--- src/design/kst_pkg.sv ---
// ----------------------------------------------------------------------------
// kst_pkg
// Shared types and codes for the k-smallest tracker.
// ----------------------------------------------------------------------------
`default_nettype none
package kst_pkg;
   localparam int ValueWidth = 32;
   localparam int CountWidth = 5;
   localparam int MAX_KEEP   = 16;   // deepest k; must fit CountWidth

   typedef enum logic [0:0] {
      OP_INSERT = 1'b0,
      OP_DUMP   = 1'b1
   } op_type;

   typedef enum logic [1:0] {
      KIND_INSERT = 2'd0,
      KIND_ENTRY  = 2'd1,
      KIND_REFUSE = 2'd2
   } kind_type;

   typedef enum logic [2:0] {
      ST_IDLE,
      ST_SCAN,
      ST_SHIFT,
      ST_REPLY,
      ST_DUMP
   } state_type;
endpackage
`default_nettype wire

--- src/design/kst_req_if.sv ---
// ----------------------------------------------------------------------------
// kst_req_if
// Request channel: opcode and offered value.
// ----------------------------------------------------------------------------
`default_nettype none
interface kst_req_if;
   logic        valid;
   logic        ready;
   logic [0:0]  opcode;
   logic signed [31:0] new_value;
   modport source (output valid, output opcode, output new_value, input ready);
   modport sink   (input valid, input opcode, input new_value, output ready);
endinterface
`default_nettype wire

--- src/design/kst_rsp_if.sv ---
// ----------------------------------------------------------------------------
// kst_rsp_if
// Result channel: one result transaction per beat.
// ----------------------------------------------------------------------------
`default_nettype none
interface kst_rsp_if;
   logic        valid;
   logic        ready;
   logic [1:0]  kind;
   logic signed [31:0] entry_value;
   logic [4:0]  held_count;
   logic        is_full;
   logic        last;
   modport source (output valid, output kind, output entry_value,
                   output held_count, output is_full, output last, input ready);
   modport sink   (input valid, input kind, input entry_value,
                   input held_count, input is_full, input last, output ready);
endinterface
`default_nettype wire

--- src/design/k_smallest_tracker_unit.sv ---
// ----------------------------------------------------------------------------
// k_smallest_tracker_unit
// Keeps the k smallest signed values offered, sorted ascending in a memory.
// ----------------------------------------------------------------------------
// req: opcode 0 inserts new_value, opcode 1 dumps. rsp: an insert gives one
//  transaction with the largest held value; a dump gives held_count entries
//  ascending with last on the final one, or one refusal while fewer than k.
// csr: csr_wr_en/csr_wr_data write k (0 acts as 1, above MAX_KEEP clamps);
//  lowering k below the held count drops the largest values and holds req off while the new top is read back.
// Flow: the memory read is registered. A taken insert shifts each larger
//  entry up one place per cycle, writes the new value into the gap, then
//  reads back the new top into the registered result. A rejected insert or
//  a refusal is registered directly; a dump reads its first entry, then
//  gives one entry per ready cycle. One transaction at a time: req is ready
//  when idle with no result waiting and no csr write in the same cycle.
// Reset: count cleared, k set to MAX_KEEP; memory contents not cleared.
// Stall: a result waits in the output register and req stays not ready.
// ----------------------------------------------------------------------------
`default_nettype none
module k_smallest_tracker_unit (
   input  wire logic        clock,
   input  wire logic        reset,
   kst_req_if.sink          req,
   kst_rsp_if.source        rsp,
   input  wire logic        csr_wr_en,
   input  wire logic [4:0]  csr_wr_data
);
   import kst_pkg::*;

   localparam int AW = (MAX_KEEP > 1) ? $clog2(MAX_KEEP) : 1;
   localparam int CW = CountWidth;

   logic signed [ValueWidth-1:0] mem [MAX_KEEP];

   state_type state_ff, state_in;
   logic [CW-1:0] count_ff, count_in;
   logic [CW-1:0] keep_ff, keep_in;
   logic [CW-1:0] pos_ff, pos_in;        // scan/dump position
   logic [CW-1:0] lim_ff, lim_in;        // zero: insert reply due; all ones: top refresh
   logic signed [ValueWidth-1:0] val_ff, val_in;
   logic          rvalid_ff, rvalid_in;
   logic [1:0]    rkind_ff, rkind_in;
   logic signed [ValueWidth-1:0] rval_ff, rval_in;
   logic [CW-1:0] rcnt_ff, rcnt_in;
   logic          rfull_ff, rfull_in;
   logic          rlast_ff, rlast_in;
   logic signed [ValueWidth-1:0] top_ff, top_in;  // largest held value

   // memory ports
   logic          rd_en;
   logic [AW-1:0] rd_addr;
   logic signed [ValueWidth-1:0] rd_data;
   logic          wr_en;
   logic [AW-1:0] wr_addr;
   logic signed [ValueWidth-1:0] wr_data;

   logic [CW-1:0] csr_k;
   logic [CW:0]   pos_p1;

   always_ff @(posedge clock) begin
      if (wr_en) begin
         mem[wr_addr] <= wr_data;
      end
      if (rd_en) begin
         rd_data <= mem[rd_addr];
      end
   end

   always_comb begin
      csr_k = csr_wr_data;
      if (csr_k == '0) csr_k = CW'(1);
      if (csr_k > CW'(MAX_KEEP)) csr_k = CW'(MAX_KEEP);
   end

   assign req.ready       = (state_ff == ST_IDLE) && !rvalid_ff && !csr_wr_en;
   assign rsp.valid       = rvalid_ff;
   assign rsp.kind        = rkind_ff;
   assign rsp.entry_value = rval_ff;
   assign rsp.held_count  = rcnt_ff;
   assign rsp.is_full     = rfull_ff;
   assign rsp.last        = rlast_ff;

   always_comb begin
      state_in  = state_ff;
      count_in  = count_ff;
      keep_in   = keep_ff;
      pos_in    = pos_ff;
      lim_in    = lim_ff;
      val_in    = val_ff;
      top_in    = top_ff;
      rvalid_in = rvalid_ff;
      rkind_in  = rkind_ff;
      rval_in   = rval_ff;
      rcnt_in   = rcnt_ff;
      rfull_in  = rfull_ff;
      rlast_in  = rlast_ff;
      rd_en     = 1'b0;
      rd_addr   = pos_ff[AW-1:0];
      wr_en     = 1'b0;
      wr_addr   = pos_ff[AW-1:0];
      wr_data   = val_ff;
      pos_p1    = {1'b0, pos_ff} + (CW+1)'(1);

      if (rsp.valid && rsp.ready) rvalid_in = 1'b0;

      case (state_ff)
         ST_IDLE: begin
            if (csr_wr_en) begin
               keep_in = csr_k;
               if (count_ff > csr_k) begin
                  // top becomes entry csr_k-1; fetched in ST_SHIFT
                  count_in = csr_k;
                  pos_in   = csr_k - CW'(1);
                  state_in = ST_SHIFT;
                  lim_in   = '1;   // marks a top refresh only
               end
            end else if (req.valid && req.ready) begin
               if (req.opcode == OP_INSERT) begin
                  val_in = req.new_value;
                  if (count_ff < keep_ff) begin
                     lim_in   = count_ff;
                     count_in = count_ff + CW'(1);
                     pos_in   = count_ff;
                     state_in = ST_SCAN;
                  end else if (req.new_value < top_ff) begin
                     lim_in   = count_ff - CW'(1);
                     pos_in   = count_ff - CW'(1);
                     state_in = ST_SCAN;
                  end else begin
                     rvalid_in = 1'b1;
                     rkind_in  = KIND_INSERT;
                     rval_in   = top_ff;
                     rcnt_in   = count_ff;
                     rfull_in  = (count_ff == keep_ff);
                     rlast_in  = 1'b1;
                  end
                  if (state_in == ST_SCAN && pos_in != '0) begin
                     rd_en   = 1'b1;
                     rd_addr = AW'(pos_in - CW'(1));
                  end
               end else if (count_ff < keep_ff) begin
                  rvalid_in = 1'b1;
                  rkind_in  = KIND_REFUSE;
                  rval_in   = '0;
                  rcnt_in   = count_ff;
                  rfull_in  = 1'b0;
                  rlast_in  = 1'b1;
               end else begin
                  pos_in   = '0;
                  rd_en    = 1'b1;
                  rd_addr  = '0;
                  state_in = ST_DUMP;
               end
            end
         end
         ST_SCAN: begin
            // rd_data holds entry pos-1 when pos != 0
            if (pos_ff != '0 && rd_data > val_ff) begin
               wr_en   = 1'b1;
               wr_addr = pos_ff[AW-1:0];
               wr_data = rd_data;
               pos_in  = pos_ff - CW'(1);
               if (pos_ff != CW'(1)) begin
                  rd_en   = 1'b1;
                  rd_addr = AW'(pos_ff - CW'(2));
               end
            end else begin
               wr_en    = 1'b1;
               wr_addr  = pos_ff[AW-1:0];
               wr_data  = val_ff;
               lim_in   = '0;
               state_in = ST_SHIFT;
            end
         end
         ST_SHIFT: begin
            // placement write is done; fetch the new top entry
            rd_en    = 1'b1;
            rd_addr  = AW'(count_ff - CW'(1));
            state_in = ST_REPLY;
         end
         ST_REPLY: begin
            top_in   = rd_data;
            state_in = ST_IDLE;
            if (lim_ff == '0) begin
               rvalid_in = 1'b1;
               rkind_in  = KIND_INSERT;
               rval_in   = rd_data;
               rcnt_in   = count_ff;
               rfull_in  = (count_ff == keep_ff);
               rlast_in  = 1'b1;
            end
         end
         ST_DUMP: begin
            if (!rvalid_ff || rsp.ready) begin
               rvalid_in = 1'b1;
               rkind_in  = KIND_ENTRY;
               rval_in   = rd_data;
               rcnt_in   = count_ff;
               rfull_in  = 1'b1;
               rlast_in  = (pos_p1 == {1'b0, count_ff});
               pos_in    = pos_p1[CW-1:0];
               if (pos_p1 == {1'b0, count_ff}) begin
                  state_in = ST_IDLE;
               end else begin
                  rd_en   = 1'b1;
                  rd_addr = pos_p1[AW-1:0];
               end
            end else begin
               rd_en   = 1'b1;   // hold read data
               rd_addr = pos_ff[AW-1:0];
            end
         end
         default: state_in = ST_IDLE;
      endcase
   end

   always_ff @(posedge clock) begin
      if (reset) begin
         state_ff  <= ST_IDLE;
         count_ff  <= '0;
         keep_ff   <= CW'(MAX_KEEP);
         rvalid_ff <= 1'b0;
      end else begin
         state_ff  <= state_in;
         count_ff  <= count_in;
         keep_ff   <= keep_in;
         rvalid_ff <= rvalid_in;
      end
      pos_ff   <= pos_in;
      lim_ff   <= lim_in;
      val_ff   <= val_in;
      top_ff   <= top_in;
      rkind_ff <= rkind_in;
      rval_ff  <= rval_in;
      rcnt_ff  <= rcnt_in;
      rfull_ff <= rfull_in;
      rlast_ff <= rlast_in;
   end
endmodule
`default_nettype wire
--- src/flat_wrapper.sv ---
// flat-port wrapper written by rule: the top's interface ports become plain ports
module k_smallest_tracker_unit_flat import kst_pkg::*;
  (clock, reset, csr_wr_en, csr_wr_data, req_valid, req_opcode, req_new_value, req_ready, rsp_valid, rsp_kind, rsp_entry_value, rsp_held_count, rsp_is_full, rsp_last, rsp_ready);
  kst_req_if req_i ();
  kst_rsp_if rsp_i ();
  input  wire logic clock;
  input  wire logic reset;
  input  wire logic csr_wr_en;
  input  wire logic [4:0] csr_wr_data;
  input wire logic [$bits(req_i.valid)-1:0] req_valid;
  input wire logic [$bits(req_i.opcode)-1:0] req_opcode;
  input wire logic [$bits(req_i.new_value)-1:0] req_new_value;
  output wire logic [$bits(req_i.ready)-1:0] req_ready;
  output wire logic [$bits(rsp_i.valid)-1:0] rsp_valid;
  output wire logic [$bits(rsp_i.kind)-1:0] rsp_kind;
  output wire logic [$bits(rsp_i.entry_value)-1:0] rsp_entry_value;
  output wire logic [$bits(rsp_i.held_count)-1:0] rsp_held_count;
  output wire logic [$bits(rsp_i.is_full)-1:0] rsp_is_full;
  output wire logic [$bits(rsp_i.last)-1:0] rsp_last;
  input wire logic [$bits(rsp_i.ready)-1:0] rsp_ready;
  assign req_i.valid = req_valid;
  assign req_i.opcode = req_opcode;
  assign req_i.new_value = req_new_value;
  assign req_ready = req_i.ready;
  assign rsp_valid = rsp_i.valid;
  assign rsp_kind = rsp_i.kind;
  assign rsp_entry_value = rsp_i.entry_value;
  assign rsp_held_count = rsp_i.held_count;
  assign rsp_is_full = rsp_i.is_full;
  assign rsp_last = rsp_i.last;
  assign rsp_i.ready = rsp_ready;
  k_smallest_tracker_unit u_core (.clock(clock), .reset(reset), .req(req_i), .rsp(rsp_i), .csr_wr_en(csr_wr_en), .csr_wr_data(csr_wr_data));
endmodule
--- config.mk ---
export PLATFORM = sky130hd
export DESIGN_NAME = k_smallest_tracker_unit_flat
export DESIGN_NICKNAME = d
export VERILOG_FILES = /design/src/design/kst_pkg.sv /design/src/design/kst_req_if.sv /design/src/design/kst_rsp_if.sv /design/src/design/k_smallest_tracker_unit.sv /design/src/flat_wrapper.sv
export SDC_FILE = /design/constraint.sdc
export NUM_CORES = 1
export LEC_CHECK = 0
export BUFFER_PORTS_ARGS = -buffer_cell sky130_fd_sc_hd__buf_4
export CORE_MARGIN = 2
export CORE_UTILIZATION = 50
export DETAILED_ROUTE_END_ITERATION = 12
export PLACE_DENSITY = 0.66
export SETUP_SLACK_MARGIN = 0.1
export SLEW_MARGIN = 20
export SYNTH_ARGS = -nofsm -noshare
export SYNTH_HDL_FRONTEND = slang
export SYNTH_SLANG_ARGS = --single-unit
--- constraint.sdc ---
create_clock -name clock -period 6.4 [get_ports clock]
set_input_delay 1.28 -clock clock [delete_from_list [all_inputs] [get_ports clock]]
set_output_delay 1.28 -clock clock [all_outputs]
set_load 0.01 [all_outputs]
==> metrics.csv <==
stage,metric,value,unit
pwr,switching_power,6.96,mW
floorplan,placementRows,90,
global_route,overflow,0,
critical_path,r2r_start,u_core.rd_data[31],
job,maxCapViolCount,0,
cts,ctsHoldBuffers,0,
placed_design,io_buffer_count,85,
timing,hold_violations,0,
pwr,power_leakage,12.3,nW
pwr,p_comb_share,48.0,%
cells_and_area,nets,2215,
floorplan,core-area,60200,um^2
cts,clk_latency,0.61,ns
pwr,ir_worst_vdd,0.489,mV
cells_and_area,finish.utilization,57.3,%
critical_path,reg2reg_to,u_core.rd_data[14],
critical_path,cp_max_fo,13,
cells_and_area,drive_above_1_share,21.5,%
global_route,track_usage,24.6,%
hold_path,hp-class,flip-flop to flip-flop,
timing,fin_crit_sh,92.5,%
timing,finClkSkew,0.0210,ns
critical_path,reg2reg_slack,0.92,ns
synthesis,syn-instance-count,1952,
cts,cts_inserted_buffers,69,
synthesis,ys_seq_area_share,66.0,%
detailed_routing,ant_nets,0,
synthesis,ys.flop_type,edfxtp_1,
global_route,antenna_found_initial,1,
cts,cts-root-buf,clkbuf_16,
cells_and_area,antenna_cells,0,
cts,htree_levels,3,
placed_design,gp_congestion,0.939,
cts,cts_tree,yes,
critical_path,critPathRequiredTime,6.84,ns
floorplan,io-pin-count,86,
pwr,powerDensity,544,nW/um^2
cts,cts.repair.resized,0,
synthesis,synth_top_area_cell,edfxtp_1,
critical_path,cp.arrival,6.36,ns
critical_path,crit_buf_inv,3,
critical_path,cp_slowest_stage_delay,0.83,ns
critical_path,cp_slowest_cell,a211oi_4,
critical_path,end_kind,flip-flop,
placed_design,placed_cells,2798,
synthesis,synth.top_cell.area_share,65.1,%
critical_path,crit_chain,"buf_4, ha_1, nand4_1, nor2_1, a22oi_1, nand3_1, o21a_1, o211ai_1, ha_1, inv_1, or3_1, o221ai_1, a21oi_1, mux2i_1, o22ai_2, a211oi_4, buf_4, a22oi_2, o221ai_2",
cts,cts_setup_buffers,0,
detailed_routing,vias,17700,
timing,rsz0062_at_grt,false,
cells_and_area,area_delta_synth_final,13.5,%
run_status,outcome,"complete, no violations",
floorplan,initial_core_util,50.5,%
critical_path,endpoint,u_core.rd_data[14],
critical_path,crit_start,req_new_value[31],
detailed_routing,routed_wl,76.8,mm
synthesis,async_flop_share,0,%
pwr,switching_share,37.1,%
global_route,grt_pass1_wl,114,mm
synthesis,synth_commonest_cells,"edfxtp_1 (659), mux2i_1 (325), nand2_1 (98)",
synthesis,ys_seq_elements,673,
synthesis,ys_types,90,
critical_path,crit_cells,19,
timing,setup_viol,0,
floorplan,dieArea,62800,um^2
pwr,p_clk_share,20.2,%
floorplan,die-height,251,um
critical_path,cpLargestDelayFamily,compound AO/OA/AOI/OAI gates,
detailed_routing,wl_per_cell,26.3,um
pwr,report.power.total,18.8,mW
critical_path,critical_path_class,input port to flip-flop,
detailed_routing,firstDrtPassIters,5,
cts,clk_path_buf_depth,3,
cells_and_area,final_cells,2920,
timing,fin_crit,5.92,ns
pwr,intPower,11.8,mW
pwr,p_seq_share,31.7,%
timing,max_slew_margin,29.5,%
global_route,grt_pass1_vias,17600,
global_route,grt_max_degree,42,
synthesis,synth_area_per_cell,15.6,um^2
detailed_routing,via_per_inst,6.06,
timing,timing.fmax,0.169,GHz
detailed_routing,drc,0,
timing,slew_violations,0,
cts,clk_pin_slew,0.06,ns
detailed_routing,drt_iter0_drc,1636,
critical_path,startpoint_type,input port,
synthesis,synth_edf_count,659,
synthesis,yosys_warnings,0,
floorplan,die-width,251,um
cts,clock_sinks,673,
synthesis,synth_nets,2080,
critical_path,rr_worst_depth,14,
synthesis,syn_area,30400,um^2
placed_design,dp_hpwl,46.6,mm
synthesis,synth.most_common_cell,edfxtp_1,
synthesis,synth_area_leaders,"edfxtp_1 (65%), mux2i_1 (11%), ha_1 (3.5%)",
timing,worst_slew_pin_slew,1.05,ns
## power groups by stage
| stage | clock network (mW) | logic (mW) | registers, mW |
|---|---|---|---|
| final | 3.80 | 9.02 | 5.96 |
| after detailed placement | 0 | 9.01 | 6.04 |
| after CTS | 3.87 | 9.04 | 5.95 |
| after global routing | 4.05 | 9.61 | 5.99 |
| after global placement | 0 | 8.90 | 6.03 |
| after floorplan | 0 | 6.59 | 5.93 |
## sequential cells by signal (all words and copies together) (netlist names), 5 cells and up
signal / cells
u_core.count_ff: 5
u_core.keep_ff: 5
u_core.lim_ff: 5
u_core.mem: 512
u_core.pos_ff: 5
u_core.rd_data: 32
u_core.rsp.entry_value: 32
u_core.rsp.held_count: 5
u_core.top_ff: 32
u_core.val_ff: 32
## cell usage in the layout (no fill, tap or decap), types with 8 or more instances in the layout
cell type  synthesis  routed
a21oi_1           59      59
a22oi_2           30      30
a31oi_1           14      14
buf_12             4      23
buf_4              7     137
clkbuf_1          32      10
clkbuf_16          0      70
clkinv_1           1      15
clkinv_2           0      20
dfxtp_1           14      14
edfxtp_1         659     659
ha_1              85      85
inv_1             90      90
mux2_2            94      94
mux2i_1          325     325
nand2_1           98      98
nand3_1           22      20
nand4_1           14      14
nor2_1            58      54
nor2b_1           13      13
nor3_1            26      18
nor3_2             3      10
o211ai_1           8       8
o21ai_0           33      32
o221ai_2          30      30
o22ai_1            8       8
o31ai_1           35      35
## worst min path at each step
stage / startpoint / endpoint / slack [ns] / depth (start not counted)
2_1_floorplan: u_core.count_ff[0] / u_core.rsp.held_count[0] / 0.43 / 0
3_3_place_gp: u_core.keep_ff[4] / u_core.keep_ff[4] / 0.45 / 1
3_5_place_dp: u_core.keep_ff[4] / u_core.keep_ff[4] / 0.46 / 1
4_1_cts: u_core.keep_ff[0] / u_core.keep_ff[0] / 0.47 / 2
5_1_grt: u_core.keep_ff[4] / u_core.keep_ff[4] / 0.50 / 1
6_report: u_core.keep_ff[0] / u_core.keep_ff[0] / 0.47 / 2
## metal layers
layer / vias up / GRT usage (%) / routed length, um
li1: 7912 / - / -
met1: 9036 / 34.0 / 33600
met2: 612 / 39.9 / 36600
met3: 126 / 3.29 / 4040
met4: 0 / 9.80 / 2590
met5: - / 0 / 0
## metrics by stage
step                      setup TNS [ns]  hold WS (ns)  setup slack (ns)  cell area (um^2)
after CTS                              0         0.470             0.527             34500
after detailed placement           -1.20         0.458            -0.105             32400
final                                  0         0.470             0.482             34500
after global routing                   0         0.498             0.146             34500
after floorplan                        0         0.435              1.07             30400
after global placement                 0         0.447            0.0720             32400
## worst reg2reg max path, delay by kind of cell, from the launching register on
kind,cells,cell delay [ns]
AOI/OAI and AO/OA,7,2.38
and+or+nand+nor,5,1.52
adders and majority gates,1,0.55
buffers and inverters,1,0.45
DFF,1,0.43
## final cells by class
type / instances / area [um^2]
Tap cell: 782 / 978
Multi-Input combinational cell: 1092 / 9550
Inverter: 91 / 342
Sequential cell: 673 / 20100
Clock inverter: 42 / 308
Timing Repair Buffer: 160 / 1490
Clock buffer: 80 / 1790
Fill cell: 4622 / 25700
## logic make-up (layout without fill, tap and decap cells)
| logic type | after synthesis | after routing | synth area share, % |
|---|---|---|---|
| AOI/OAI and AO/OA | 299 | 299 | 8.44 |
| xor gates and xnor gates | 10 | 10 | 0.288 |
| adders and majority gates | 85 | 85 | 3.50 |
| buffers and inverters | 187 | 373 | 3.05 |
| DFF | 673 | 673 | 66.0 |
| muxes | 421 | 421 | 14.3 |
| and+or+nand+nor | 277 | 277 | 4.47 |
(Power assumes the default switching activity.)
